[src/rtl/prc_pkg.sv]
// ----------------------------------------------------------------------------
// prc_pkg
// Types and constants shared by the palette resolver controller and datapath.
// ----------------------------------------------------------------------------
package prc_pkg;

  localparam int unsigned COLOR_W = 24;
  localparam int unsigned IDX_W   = 9;
  localparam int unsigned DIST_W  = 18;

  // One above the largest squared distance, so any entry beats it.
  localparam logic [DIST_W-1:0] BEST_INIT   = DIST_W'(3 * 255 * 255 + 1);
  localparam logic [IDX_W-1:0]  SLOT_OFFSET = IDX_W'(32);

  typedef struct packed {
    logic load;      // latch request, restart scan
    logic rd_en;     // issue palette read at scan pointer
    logic out_load;  // resolve and load output register
  } cmd_t;

  typedef struct packed {
    logic issue_more;  // scan pointer below fill count
    logic rd_valid;    // read data valid this cycle
    logic match;       // current read data equals request
    logic found;       // exact match already captured
  } stat_t;

endpackage

[src/rtl/prc_ctrl.sv]
// ----------------------------------------------------------------------------
// prc_ctrl
// Sequencer for request accept, palette scan and result hand-off.
// ----------------------------------------------------------------------------
module prc_ctrl (
  input  logic           clk,
  input  logic           rst,
  input  logic           in_valid,
  output logic           in_ready,
  output logic           out_valid,
  input  logic           out_ready,
  input  prc_pkg::stat_t stat,
  output prc_pkg::cmd_t  cmd
);

  localparam logic [1:0] ST_IDLE   = 2'd0;
  localparam logic [1:0] ST_SCAN   = 2'd1;
  localparam logic [1:0] ST_FINISH = 2'd2;

  logic [1:0] state;
  logic [1:0] state_next;
  logic       out_free;
  logic       scan_done;

  assign out_free  = !out_valid || out_ready;
  assign scan_done = !stat.rd_valid && (!stat.issue_more || stat.found);
  assign in_ready  = (state == ST_IDLE);

  always_comb begin
    state_next   = state;
    cmd          = '0;
    unique case (state)
      ST_IDLE: begin
        if (in_valid) begin
          cmd.load   = 1'b1;
          state_next = ST_SCAN;
        end
      end
      ST_SCAN: begin
        cmd.rd_en = stat.issue_more && !stat.found && !stat.match;
        if (scan_done) begin
          if (out_free) begin
            cmd.out_load = 1'b1;
            state_next   = ST_IDLE;
          end else begin
            state_next = ST_FINISH;
          end
        end
      end
      ST_FINISH: begin
        if (out_free) begin
          cmd.out_load = 1'b1;
          state_next   = ST_IDLE;
        end
      end
      default: state_next = ST_IDLE;
    endcase
  end

  always_ff @(posedge clk) begin
    if (rst) begin
      state     <= ST_IDLE;
      out_valid <= 1'b0;
    end else begin
      state <= state_next;
      if (cmd.out_load) begin
        out_valid <= 1'b1;
      end else if (out_ready) begin
        out_valid <= 1'b0;
      end
    end
  end

endmodule

[config.mk]
export PLATFORM = sky130hd
export DESIGN_NAME = prc_ctrl
export DESIGN_NICKNAME = d
export VERILOG_FILES = /design/src/rtl/prc_pkg.sv /design/src/rtl/prc_ctrl.sv
export SDC_FILE = /design/constraint.sdc
export NUM_CORES = 1
export LEC_CHECK = 0
export BUFFER_PORTS_ARGS = -buffer_cell sky130_fd_sc_hd__buf_2
export CAP_MARGIN = 20
export CELL_PAD_IN_SITES_DETAIL_PLACEMENT = 1
export CELL_PAD_IN_SITES_GLOBAL_PLACEMENT = 1
export CORE_AREA = 2 2 39 41
export CTS_CLUSTER_SIZE = 16
export DETAILED_ROUTE_END_ITERATION = 10
export DIE_AREA = 0 0 41 43
export GPL_ROUTABILITY_DRIVEN = 0
export GPL_TIMING_DRIVEN = 0
export PLACE_DENSITY_LB_ADDON = 0.2
export SLEW_MARGIN = 20
export SYNTH_ARGS = -nofsm -noshare
export SYNTH_HDL_FRONTEND = slang
export SYNTH_SLANG_ARGS = --single-unit
export TNS_END_PERCENT = 30
[constraint.sdc]
create_clock -name clk -period 2.3 [get_ports clk]
set_input_delay 0.345 -clock clk [delete_from_list [all_inputs] [get_ports clk]]
set_output_delay 0.345 -clock clk [all_outputs]
set_load 0.01 [all_outputs]
==> out/summary.txt <==
post-CTS resize count = 0
# diodes = 0
status = complete, no violations
final period demand of the worst path = 1780 ps
fin util = 27.7%
RSZ-0062 raised after global routing = no
worst hold path type = in -> reg
final setup vio count = 0
DR vias = 252
Area Growth Syn to Fin = 38.5%
Initial DRC Count = 0
first-pass GRT wire length = 993 µm
CP Capture Type = primary output
Post-Route WL = 596 µm
largest area contributor in the netlist = dfxtp_1
worst path arrival time = 1440 ps
Port-buffer cells = 12
worst setup margin = 519 ps
Mean Syn Cell Area = 9.88 µm²
Pwr Density = 572 nW/µm²
grt total ovfl = 0
worst slack at placement = 739 ps
Hold Vio Cnt, Final = 0
Ports = 13
fin crit share = 77.4%
Max Fanout on Critical Path = 4
Die Y-Extent = 43 µm
setup bufs post-CTS = 0
Worst slew margin = 86.1%
Worst Path Required = 1960 ps
Max Slew Vio Count = 0
via/cell ratio = 4.20
most frequent cell after synthesis = ha_1
hold path depth = 2
GR Util All Layers = 8.42%
Max Clk Rate = 0.561 GHz
worst hold start = rst
number of flops mapped to enable cells by yosys = 0
Post-synth ARST share = 0%
Setup Skew = 2.00 ps
nets = 57
layout cell share with drive strength beyond 1 = 54.5%
Least-Margin Pin Slew = 208 ps
Ys Warns = 0
core area = 1380 µm²
Die W = 41 µm
synth cell count leaders = 4 x ha_1, 3 x dfxtp_1, 3 x inv_1, 2 x a21oi_2, 2 x nor2b_4
kind of start point of the critical path = register
post-synthesis cell type count = 19
die area = 1760 µm²
CTS sink count = 3
# DRC = 0
Area contributors post-synth = dfxtp_1 22%, ha_1 18%, nor2b_4 10%
max_cap viols = 0
# hold bufs at CTS = 0
worst r2r src = state[1]$_SDFFE_PP0P_
vias in the first global route = 279
Synth top area share = 21.7%
end of the worst hold path = state[1]$_SDFFE_PP0P_
reg-to-reg slack, setup = 910 ps
worst-skew pair later-pin latency = 230 ps
depth of the most critical reg-to-reg path = 6
routed len/inst = 9.93 µm
r2r endpoint = state[1]$_SDFFE_PP0P_
Cells after Synth = 28
Synth Flop Type = dfxtp_1
setup tns final = 0 ps
Initial Util = 20.0%
Synth Register Bits = 3
hpwl dp = 514 µm
largest net degree at the start of global routing = 5
Clock Pin Slew Worst Setup and Hold Paths = 40 ps
CTS tree = built
Inserted Clock Buffers = 3
row count = 14
syn_nets = 40
initial antenna violation count = 0
Root Buffer = clkbuf_4
Max IR drop VDD = 0.206 mV
clk buf depth = 2
htree depth = 1
Leak = 0.177 nW
post-synthesis sequential area ratio = 21.7%
post-route ant nets = 0
drt pass-1 iters = 1
synthesized cell area = 277 µm²
critical path class = reg -> out
==> kinds of logic after synthesis <==
kind of cell    after synthesis  share of synthesized area [%]
simple gates                  9                           30.8
flops                         3                           21.7
buf+inv                       3                           4.07
compound gates                9                           25.3
fa+ha+maj                     4                           18.1
==> report_power, final <==
part | internal (mW) | switching [mW] | total (mW)
Combinational | 0.0325 | 0.0351 | 0.0676
Sequential | 0.0569 | 0.00259 | 0.0595
Clock | 0.0650 | 0.0270 | 0.0920
==> critical path, stage by stage, from the launching register on <==
cell,delay (ps)
dfxtp_1,320
inv_1,120
ha_1,230
nor3b_2,220
o21ai_1,100
nor2_1,90
buf_2,130
==> layout by cell type (no fill, tap or decap), drive strengths merged <==
master / instances
nor2: 1
and2: 1
buf: 12
nor3: 1
inv: 3
dfxtp: 3
o21ai: 2
nor3b: 1
a41o: 1
nor2b: 3
o211ai: 1
a211oi: 1
and3b: 1
ha: 4
nand2b: 1
a21oi: 3
clkbuf: 4
a2bb2oi: 1
==> metrics by stage <==
step                      total power [mW]  hold WS, ps  cells  area [µm²]
after detailed placement             0.130          530     56         357
after global routing                 0.239          321     60         383
after floorplan                      0.105          407     28         277
final                                0.219          320     60         383
after global placement               0.127          538     56         357
after CTS                            0.226          308     60         383
==> sequential cells by signal, indices dropped and copies added (netlist names) <==
name,cells
state,2
out_valid,1
==> worst max-delay path by stage <==
stage | depth (start not counted) | to | slack, ps | from
floorplan | 5 | cmd[0] | 910 | state[1]$_SDFFE_PP0P_
global placement | 6 | cmd[0] | 740 | state[1]$_SDFFE_PP0P_
detailed placement | 6 | cmd[0] | 740 | state[1]$_SDFFE_PP0P_
CTS | 6 | cmd[0] | 480 | state[1]$_SDFFE_PP0P_
global route | 6 | cmd[0] | 340 | state[1]$_SDFFE_PP0P_
finish | 6 | cmd[0] | 520 | state[1]$_SDFFE_PP0P_
==> layer usage <==
metal / track usage, % / vias up / wire [µm]
met5: 0 / - / 0
met4: 6.00 / 0 / 0
met3: 3.14 / 0 / 22
met2: 13.8 / 5 / 308
met1: 7.99 / 117 / 264
li1: - / 130 / -
==> layout make-up <==
type / count / area, µm²
Fill cell: 177 / 1000
Multi-Input combinational cell: 22 / 205
Sequential cell: 3 / 60.1
Timing Repair Buffer: 12 / 60.1
Clock buffer: 4 / 26.3
Tap cell: 16 / 20.0
Inverter: 3 / 11.3
(Power assumes the default switching activity.)
